**src/llwt_pkg.sv**
```systemverilog
// ----------------------------------------------------------------------------
// llwt_pkg: shared definitions of the least-loaded worker table
// Sizes, operation and status codes, cell interface structs and the load
// and key conversion helpers used by the cells and the top level.
// ----------------------------------------------------------------------------
package llwt_pkg;

   localparam int MAX_MACHINES = 16;
   localparam int KEY_BITS     = 16;
   localparam int LOAD_BITS    = 16;

   localparam int CNT_BITS = (MAX_MACHINES > 1) ? $clog2(MAX_MACHINES) : 1;

   localparam logic [31:0] LOAD_MAX32 = 32'hFFFF_FFFF >> (32 - LOAD_BITS);

   typedef enum logic [2:0] {
      OP_UPSERT     = 3'd0,
      OP_SET_ONLINE = 3'd1,
      OP_INC        = 3'd2,
      OP_DEC        = 3'd3,
      OP_QUERY      = 3'd4
   } op_type;

   typedef enum logic [1:0] {
      ST_DONE      = 2'd0,
      ST_NOT_FOUND = 2'd1,
      ST_FULL      = 2'd2,
      ST_EMPTY_KEY = 2'd3
   } status_type;

   typedef enum logic [1:0] {
      S_IDLE,
      S_DECIDE,
      S_SCAN,
      S_DONE
   } state_type;

   typedef logic [KEY_BITS-1:0]  key_type;
   typedef logic [LOAD_BITS-1:0] load_type;

   // Operation broadcast to every cell.
   typedef struct packed {
      op_type   op;
      key_type  key;
      load_type load;
      logic     online;
   } cmd_type;

   // Per-cell control from the sequencer.
   typedef struct packed {
      logic apply;
      logic ins;
   } cell_ctl_type;

   // Per-cell status back to the sequencer.
   typedef struct packed {
      logic     match;
      logic     valid;
      load_type load;
   } cell_stat_type;

   // Best candidate travelling down the row of cells.
   typedef struct packed {
      logic     valid;
      key_type  key;
      load_type load;
   } pick_type;

   function automatic key_type key_from_port(input logic [15:0] k);
      logic [63:0] wide;
      wide = {48'd0, k};
      return wide[KEY_BITS-1:0];
   endfunction

   function automatic logic [15:0] key_to_port(input key_type k);
      logic [63:0] wide;
      wide = 64'(k);
      return wide[15:0];
   endfunction

   function automatic load_type load_clamp(input logic signed [15:0] raw);
      logic [31:0] wide;
      if (raw[15]) begin
         wide = 32'd0;
      end else begin
         wide = {16'd0, raw};
         if (wide > LOAD_MAX32) begin
            wide = LOAD_MAX32;
         end
      end
      return wide[LOAD_BITS-1:0];
   endfunction

   function automatic logic [15:0] load_to_port(input load_type l);
      logic [31:0] wide;
      wide = 32'(l);
      return wide[15:0];
   endfunction

   function automatic load_type load_inc(input load_type l);
      return (l == '1) ? l : l + LOAD_BITS'(1);
   endfunction

   function automatic load_type load_dec(input load_type l);
      return (l == '0) ? l : l - LOAD_BITS'(1);
   endfunction

endpackage

```
**src/least_loaded_worker_table_top.sv**
```systemverilog
// ----------------------------------------------------------------------------
// least_loaded_worker_table_top: table of workers with least-loaded pick
// Row of slot cells with a small sequencer that decodes one operation,
// applies it to the table and waits for the best pick to ripple out.
// ----------------------------------------------------------------------------
// Usage:
//   An operation item enters on the req_ channel (valid/ready). Each item
//   upserts, sets the online flag, increments, decrements or only queries
//   one entry, and yields exactly one result item on the rsp_ channel.
//   The result carries the status, the load after an increment or
//   decrement, and the online entry with the smallest load (smaller key on
//   ties) as it stands after the operation.
//   One item is in work at a time: the next item is accepted only once
//   the result of the last has been handed to the output register.
//   The time per item is set by the best-pick chain: every slot cell
//   registers its merged candidate, so the pick moves one cell per cycle
//   down the row. Key lookup and free-slot selection are combinational
//   parallel compares across all cells.
//   Reset (synchronous, active high) empties the table and drops any
//   pending result; no clearing pass is needed, since only valid bits reset.
//   The result sits in an output register. While the receiver stalls the
//   block still accepts the next item and works on it; it holds that
//   item's result in its last step until the output register is free.
// ----------------------------------------------------------------------------
module least_loaded_worker_table_top (
   input  logic               clock,
   input  logic               reset,
   input  logic               req_valid,
   output logic               req_ready,
   input  logic [2:0]         req_op,
   input  logic [15:0]        req_machine_key,
   input  logic signed [15:0] req_new_load,
   input  logic               req_online_flag,
   output logic               rsp_valid,
   input  logic               rsp_ready,
   output logic [1:0]         rsp_status,
   output logic [15:0]        rsp_load_after,
   output logic               rsp_pick_valid,
   output logic [15:0]        rsp_pick_key,
   output logic [15:0]        rsp_pick_load
);
   import llwt_pkg::*;

   localparam logic [CNT_BITS-1:0] CNT_LAST = CNT_BITS'(MAX_MACHINES - 1);

   state_type              state_ff;
   state_type              state_in;
   logic [CNT_BITS-1:0]    cnt_ff;
   logic [CNT_BITS-1:0]    cnt_in;
   cmd_type                cmd_ff;
   cmd_type                cmd_in;
   status_type             status_ff;
   status_type             status_in;
   load_type               load_after_ff;
   load_type               load_after_in;

   logic                   rsp_valid_ff;
   logic                   rsp_valid_in;
   logic [1:0]             rsp_status_ff;
   logic [1:0]             rsp_status_in;
   logic [15:0]            rsp_load_after_ff;
   logic [15:0]            rsp_load_after_in;
   logic                   rsp_pick_valid_ff;
   logic                   rsp_pick_valid_in;
   logic [15:0]            rsp_pick_key_ff;
   logic [15:0]            rsp_pick_key_in;
   logic [15:0]            rsp_pick_load_ff;
   logic [15:0]            rsp_pick_load_in;

   cell_ctl_type           ctl    [MAX_MACHINES];
   cell_stat_type          stat   [MAX_MACHINES];
   pick_type               link   [MAX_MACHINES+1];

   logic [MAX_MACHINES-1:0] valid_vec;
   logic [MAX_MACHINES-1:0] match_vec;
   logic [MAX_MACHINES-1:0] free_onehot;
   logic                    any_match;
   logic                    table_full;
   logic                    empty_key;
   logic                    apply;
   logic                    insert_new;
   load_type                matched_load;
   status_type              dec_status;
   load_type                op_load;
   pick_type                pick_final;

   // ---------------------------------------------------------------------
   // Row of slot cells. The pick chain enters empty at the first cell.
   // ---------------------------------------------------------------------
   assign link[0] = '0;

   for (genvar i = 0; i < MAX_MACHINES; i++) begin : g_cell
      assign ctl[i].apply = apply;
      assign ctl[i].ins   = insert_new && free_onehot[i];
      assign valid_vec[i] = stat[i].valid;
      assign match_vec[i] = stat[i].match;

      llwt_cell u_cell (
         .clock    (clock),
         .reset    (reset),
         .cmd      (cmd_ff),
         .ctl      (ctl[i]),
         .stat     (stat[i]),
         .pick_in  (link[i]),
         .pick_out (link[i+1])
      );
   end

   assign pick_final = link[MAX_MACHINES];

   // ---------------------------------------------------------------------
   // Lookup: key match across all cells, lowest free slot, old load of the
   // matching entry (at most one cell matches since keys are unique).
   // ---------------------------------------------------------------------
   assign any_match   = |match_vec;
   assign table_full  = &valid_vec;
   assign free_onehot = ~valid_vec & (valid_vec + MAX_MACHINES'(1));
   assign empty_key   = (cmd_ff.key == '0);

   always_comb begin
      matched_load = '0;
      for (int i = 0; i < MAX_MACHINES; i++) begin
         matched_load = matched_load | (match_vec[i] ? stat[i].load : '0);
      end
   end

   always_comb begin
      dec_status = ST_DONE;
      op_load    = '0;
      insert_new = 1'b0;
      unique case (cmd_ff.op)
         OP_UPSERT: begin
            if (empty_key) begin
               dec_status = ST_EMPTY_KEY;
            end else if (!any_match) begin
               if (table_full) dec_status = ST_FULL;
               else            insert_new = 1'b1;
            end
         end
         OP_SET_ONLINE: begin
            if (!any_match) dec_status = ST_NOT_FOUND;
         end
         OP_INC: begin
            if (!any_match) dec_status = ST_NOT_FOUND;
            else            op_load    = load_inc(matched_load);
         end
         OP_DEC: begin
            if (!any_match) dec_status = ST_NOT_FOUND;
            else            op_load    = load_dec(matched_load);
         end
         default: begin
         end
      endcase
   end

   // ---------------------------------------------------------------------
   // Sequencer: accept, decide and apply, let the pick ripple down the
   // row, then hand the result to the output register.
   // ---------------------------------------------------------------------
   always_comb begin
      state_in          = state_ff;
      cnt_in            = cnt_ff;
      cmd_in            = cmd_ff;
      status_in         = status_ff;
      load_after_in     = load_after_ff;
      req_ready         = 1'b0;
      apply             = 1'b0;
      rsp_valid_in      = rsp_valid_ff && !rsp_ready;
      rsp_status_in     = rsp_status_ff;
      rsp_load_after_in = rsp_load_after_ff;
      rsp_pick_valid_in = rsp_pick_valid_ff;
      rsp_pick_key_in   = rsp_pick_key_ff;
      rsp_pick_load_in  = rsp_pick_load_ff;

      unique case (state_ff)
         S_IDLE: begin
            req_ready = 1'b1;
            if (req_valid) begin
               unique case (req_op) inside
                  OP_UPSERT, OP_SET_ONLINE, OP_INC, OP_DEC, OP_QUERY: begin
                     cmd_in.op = op_type'(req_op);
                  end
                  default: begin
                     cmd_in.op = OP_QUERY;
                  end
               endcase
               cmd_in.key    = key_from_port(req_machine_key);
               cmd_in.load   = load_clamp(req_new_load);
               cmd_in.online = req_online_flag;
               state_in      = S_DECIDE;
            end
         end
         S_DECIDE: begin
            apply         = !((cmd_ff.op == OP_UPSERT) && empty_key);
            status_in     = dec_status;
            load_after_in = op_load;
            cnt_in        = '0;
            state_in      = S_SCAN;
         end
         S_SCAN: begin
            cnt_in = cnt_ff + CNT_BITS'(1);
            if (cnt_ff == CNT_LAST) state_in = S_DONE;
         end
         S_DONE: begin
            if (!rsp_valid_ff || rsp_ready) begin
               rsp_valid_in      = 1'b1;
               rsp_status_in     = status_ff;
               rsp_load_after_in = load_to_port(load_after_ff);
               rsp_pick_valid_in = pick_final.valid;
               rsp_pick_key_in   = pick_final.valid ? key_to_port(pick_final.key) : 16'd0;
               rsp_pick_load_in  = pick_final.valid ? load_to_port(pick_final.load) : 16'd0;
               state_in          = S_IDLE;
            end
         end
         default: begin
            state_in = S_IDLE;
         end
      endcase
   end

   always_ff @(posedge clock) begin
      if (reset) begin
         state_ff     <= S_IDLE;
         cnt_ff       <= '0;
         rsp_valid_ff <= 1'b0;
      end else begin
         state_ff     <= state_in;
         cnt_ff       <= cnt_in;
         rsp_valid_ff <= rsp_valid_in;
      end
   end

   always_ff @(posedge clock) begin
      cmd_ff            <= cmd_in;
      status_ff         <= status_in;
      load_after_ff     <= load_after_in;
      rsp_status_ff     <= rsp_status_in;
      rsp_load_after_ff <= rsp_load_after_in;
      rsp_pick_valid_ff <= rsp_pick_valid_in;
      rsp_pick_key_ff   <= rsp_pick_key_in;
      rsp_pick_load_ff  <= rsp_pick_load_in;
   end

   assign rsp_valid      = rsp_valid_ff;
   assign rsp_status     = rsp_status_ff;
   assign rsp_load_after = rsp_load_after_ff;
   assign rsp_pick_valid = rsp_pick_valid_ff;
   assign rsp_pick_key   = rsp_pick_key_ff;
   assign rsp_pick_load  = rsp_pick_load_ff;

endmodule

```
**src/llwt_cell.sv**
```systemverilog
// ----------------------------------------------------------------------------
// llwt_cell: one slot of the worker table
// Holds one entry, applies the broadcast operation when it matches or is
// chosen for insertion, and merges its entry into the passing best pick.
// ----------------------------------------------------------------------------
module llwt_cell (
   input  logic                   clock,
   input  logic                   reset,
   input  llwt_pkg::cmd_type      cmd,
   input  llwt_pkg::cell_ctl_type ctl,
   output llwt_pkg::cell_stat_type stat,
   input  llwt_pkg::pick_type     pick_in,
   output llwt_pkg::pick_type     pick_out
);
   import llwt_pkg::*;

   logic     valid_ff;
   logic     valid_in;
   key_type  key_ff;
   key_type  key_in;
   load_type load_ff;
   load_type load_in;
   logic     online_ff;
   logic     online_in;
   pick_type pick_ff;
   pick_type pick_in_next;
   pick_type own;
   logic     match;

   assign match = valid_ff && (key_ff == cmd.key);

   assign stat.match = match;
   assign stat.valid = valid_ff;
   assign stat.load  = load_ff;

   always_comb begin
      valid_in  = valid_ff;
      key_in    = key_ff;
      load_in   = load_ff;
      online_in = online_ff;
      if (ctl.apply) begin
         unique case (cmd.op)
            OP_UPSERT: begin
               if (match || ctl.ins) begin
                  valid_in  = 1'b1;
                  key_in    = cmd.key;
                  load_in   = cmd.load;
                  online_in = cmd.online;
               end
            end
            OP_SET_ONLINE: begin
               if (match) online_in = cmd.online;
            end
            OP_INC: begin
               if (match) load_in = load_inc(load_ff);
            end
            OP_DEC: begin
               if (match) load_in = load_dec(load_ff);
            end
            default: begin
            end
         endcase
      end
   end

   // Keys in the table are unique, so the merge order along the row does
   // not change the winner.
   always_comb begin
      own.valid = valid_ff && online_ff;
      own.key   = key_ff;
      own.load  = load_ff;
      if (!own.valid) begin
         pick_in_next = pick_in;
      end else if (!pick_in.valid) begin
         pick_in_next = own;
      end else if ((own.load < pick_in.load) ||
                   ((own.load == pick_in.load) && (own.key < pick_in.key))) begin
         pick_in_next = own;
      end else begin
         pick_in_next = pick_in;
      end
   end

   always_ff @(posedge clock) begin
      if (reset) begin
         valid_ff      <= 1'b0;
         pick_ff.valid <= 1'b0;
      end else begin
         valid_ff <= valid_in;
         pick_ff  <= pick_in_next;
      end
   end

   always_ff @(posedge clock) begin
      key_ff    <= key_in;
      load_ff   <= load_in;
      online_ff <= online_in;
   end

   assign pick_out = pick_ff;

endmodule
```
**config.mk**
```make
export PLATFORM = sky130hd
export DESIGN_NAME = least_loaded_worker_table_top
export DESIGN_NICKNAME = d
export VERILOG_FILES = /design/src/llwt_pkg.sv /design/src/least_loaded_worker_table_top.sv /design/src/llwt_cell.sv
export SDC_FILE = /design/constraint.sdc
export NUM_CORES = 2
export LEC_CHECK = 0
export ABC_AREA = 1
export BUFFER_PORTS_ARGS = -buffer_cell sky130_fd_sc_hd__buf_4
export CELL_PAD_IN_SITES_DETAIL_PLACEMENT = 0
export CELL_PAD_IN_SITES_GLOBAL_PLACEMENT = 2
export CORE_UTILIZATION = 44
export DETAILED_ROUTE_END_ITERATION = 16
export PLACE_DENSITY_LB_ADDON = 0.1
export REMOVE_ABC_BUFFERS = 1
export SYNTH_ARGS = -nofsm -noshare
export SYNTH_HDL_FRONTEND = slang
export SYNTH_SLANG_ARGS = --single-unit
export TNS_END_PERCENT = 10
```
**constraint.sdc**
```tcl
create_clock -name clock -period 21.2 [get_ports clock]
set_input_delay 2.12 -clock clock [delete_from_list [all_inputs] [get_ports clock]]
set_output_delay 2.12 -clock clock [all_outputs]
set_load 0.05 [all_outputs]
```
==> flow_metrics.py <==
metrics = {
    "clock_network": {
        "root_buffer": "clkbuf_16",
        "htreeDepth": 4,
        "post-cts-setup-buffers": 0,
        "clk_pin_slew_worst_paths_ns": 0.06,
        "cts_resized": 0,
        "clk_latency_ns": 0.82,
        "cts_tree": "done",
        "postCtsHoldBufs": 0,
        "cts_made_buffers": 146,
        "clockBufferDepth": 3,
        "clock-sinks": 1183,
    },
    "global_route": {
        "grt_pass1_wl_microns": 385400,
        "antenna_found_initial": 14,
        "grtUsageTotal": 0.3046,
        "grt-ovfl-total": 0,
        "grt_pass1_vias": 58270,
        "grt_max_degree": 100,
    },
    "routing": {
        "drtPass1Iterations": 6,
        "wl_per_cell_microns": 24.40,
        "routed_wl_microns": 265800,
        "ant_nets": 0,
        "drc_errors": 0,
        "vias_per_cell": 5.548,
        "drt_iter0_markers": 5200,
        "num_vias": 60430,
    },
    "cells_and_area": {
        "num-fill-cells": 16270,
        "drive_gt1_frac": 0.06576,
        "fin_area_sq_mm": 0.08267,
        "instances_no_fill": 10890,
        "nets": 9307,
        "area.sequential_sq_mm": 0.03513,
        "multiInputGateArea_sq_mm": 0.03355,
        "areaGrowthSynthToFinish_pct": 10.06,
    },
    "yosys": {
        "synth-edff-count": 1144,
        "ys_seq_area_frac": 0.4677,
        "async_reset_ff_frac": 0,
        "synthCells": 8495,
        "ys_ff_latch": 1183,
        "yosys_warnings": 0,
        "synthDistinctLibCells": 66,
        "synth.cell_area_sq_mm": 0.07511,
        "ys.flop_type": "edfxtp_1",
        "synth.avg_cell_area_sq_um": 8.842,
    },
    "floorplanning": {
        "core_sq_mm": 0.1695,
        "die_w_microns": 415.2,
        "die_h_microns": 415.2,
        "dieArea_sq_mm": 0.1724,
        "ios": 93,
        "num_rows": 151,
        "initial_core_util": 0.4432,
    },
    "place": {
        "dpl_cell_area_sq_mm": 0.07790,
        "port_buffers": 92,
        "dp_hpwl_microns": 198100,
        "dp_cells": 10630,
        "place_congestion": 0.9623,
    },
    "sta": {
        "max_freq_mhz": 148.8,
        "grt_setup_unrepaired": "false",
        "slew_violations": 0,
        "hold_viol": 0,
        "worst_pin_slew_ns": 1.363,
        "skew_ns": 0.02208,
        "fin_crit_sh": 0.3170,
        "hold-worst-slack_ns": 0.4172,
        "finalSetupTns_ns": 0,
        "max_slew_margin": 0.08145,
        "min_period_ns": 6.720,
        "setup_viol": 0,
    },
    "min_path": {
        "min-delay-path-class": "register to register",
    },
    "power_and_ir_drop": {
        "leakage_nw": 37.65,
        "powerDensity_mw_per_mm2": 85.31,
        "max-vdd-ir-drop_mv": 0.08654,
    },
    "critical_path": {
        "crit_path_end_kind": "register",
        "required_ns": 21.69,
        "path_class": "register to register",
        "worstPathArrival_ns": 7.21,
        "start_kind": "register",
        "cp_max_fo": 61,
    },
    "status": {
        "status": "finished clean",
    },
    "run": {
        "max-cap-violations": 0,
    },
}
==> final cells by class <==
class | instances | share of cell area
Clock inverter | 72 | 0.009732
Timing Repair Buffer | 170 | 0.01544
Sequential cell | 1183 | 0.4250
Multi-Input combinational cell | 5689 | 0.4058
Clock buffer | 189 | 0.04789
Tap cell | 2218 | 0.03357
Antenna cell | 5 | 0.0001513
Inverter | 1365 | 0.06240
==> sequential cells by signal, summed over array words and instances, names as in the netlist, 35 cells and up <==
register / count
g_cell.u_cell.load_ff: 256
cmd_ff: 35
g_cell.u_cell.pick_out: 528
g_cell.u_cell.key_ff: 256
==> layout by cell type (no fill, tap or decap), drive strengths merged, types with 33 or more instances in the layout <==
| master | netlist | routed |
|---|---|---|
| nor4 | 113 | 113 |
| nand3 | 143 | 143 |
| ha | 696 | 696 |
| inv | 1362 | 1370 |
| o211ai | 39 | 39 |
| xor2 | 126 | 126 |
| nand2 | 1742 | 1742 |
| xnor2 | 33 | 33 |
| clkinv | 3 | 50 |
| nor2 | 692 | 692 |
| dfxtp | 39 | 39 |
| a211oi | 58 | 58 |
| nand4 | 391 | 391 |
| buf | 99 | 170 |
| a21boi | 36 | 36 |
| clkbuf | 159 | 189 |
| edfxtp | 1144 | 1144 |
| nor3 | 66 | 66 |
| a21oi | 513 | 513 |
| o21ai | 879 | 879 |
==> cells in the mapped netlist, drive strengths merged (3+ instances only) <==
cell     count  share of area
a2111oi      4        0.00047
a211oi      58         0.0058
a21boi      36         0.0036
a21oi      513          0.034
a221oi      10         0.0012
a31o         8        0.00093
a31oi        5        0.00042
and3        12         0.0010
buf         99          0.011
clkbuf     159         0.0080
clkinv       3        0.00015
dfxtp       39          0.010
edfxtp    1144           0.46
fa          16         0.0043
ha         696           0.12
inv       1362          0.068
nand2     1742          0.088
nand3      143          0.010
nand3b       3        0.00030
nand4      391          0.033
nor2       692          0.038
nor3        66         0.0060
nor4       113         0.0094
o2111ai      3        0.00035
o211ai      39         0.0043
o21a        20         0.0020
o21ai      879          0.059
o21bai      25         0.0025
o221ai       4        0.00047
o31ai       31         0.0031
or2          5        0.00042
xnor2       33         0.0038
xor2       126          0.015
==> worst paths after layout <==
path	start	to	slack (ns)	cells past startpoint
worst min-delay path	load_after_ff[14]	rsp_load_after[14]	0.42	0
worst max register to register	cmd_ff[35]	g_cell[12].u_cell.load_ff[14]	14.48	24
worst min register to register	load_after_ff[14]	rsp_load_after[14]	0.42	0
worst max-delay path	cmd_ff[35]	g_cell[12].u_cell.load_ff[14]	14.48	24
==> worst max-delay path, stage by stage, from the launching register on <==
cell and delay [ns]:
edfxtp_1 0.47, nor2_4 0.13, buf_4 0.64, inv_6 0.40, nor2_4 0.17, buf_4 0.63
buf_4 0.76, buf_4 0.69, ha_1 0.40, inv_1 0.07, nor2_1 0.05, o21ai_0 0.15
nand2_1 0.09, nand2_1 0.09, nand2_1 0.06, a21oi_1 0.19, o21ai_0 0.16, a21boi_0 0.35
o21ai_0 0.18, nand2_1 0.11, nand2_1 0.05, a21oi_1 0.17, nand2_1 0.08, nand2_1 0.06
o21ai_0 0.09
==> metal layers <==
metal | vias to the layer above | wire length [microns] | global-route usage
li1 | 29290 | - | -
met1 | 28870 | 111200 | 0.3863
met2 | 1812 | 128400 | 0.5217
met3 | 451 | 14970 | 0.04176
met4 | 2 | 11150 | 0.1236
met5 | - | 9 | 0
==> report_power, final <==
group          switching, mW  internal (mW)  leakage, nW  total [mW]
combinational           1.09          0.431         24.2        1.52
clock                   1.04           1.50         2.33        2.54
sequential             0.166           2.82         11.1        2.99
==> cell families after synthesis <==
logic type	after synthesis	share of synthesized area
compound gates	1645	0.1192
flops	1183	0.4677
xor+xnor	159	0.01854
buf+inv	1623	0.08722
simple gates	3173	0.1871
fa+ha+maj	712	0.1202
==> per-stage QoR <==
| step | worst slack (ns) | power, mW | util |
|---|---|---|---|
| after floorplan | -1.128 | 3.916 | - |
| after detailed placement | 14.61 | 4.545 | 0.4596 |
| after global routing | 14.02 | 7.345 | 0.4877 |
| final | 14.48 | 7.053 | 0.4878 |
| after global placement | 14.63 | 4.527 | 0.4596 |
| after CTS | 14.52 | 7.088 | 0.4877 |
Power figures use the tool's default switching activity.
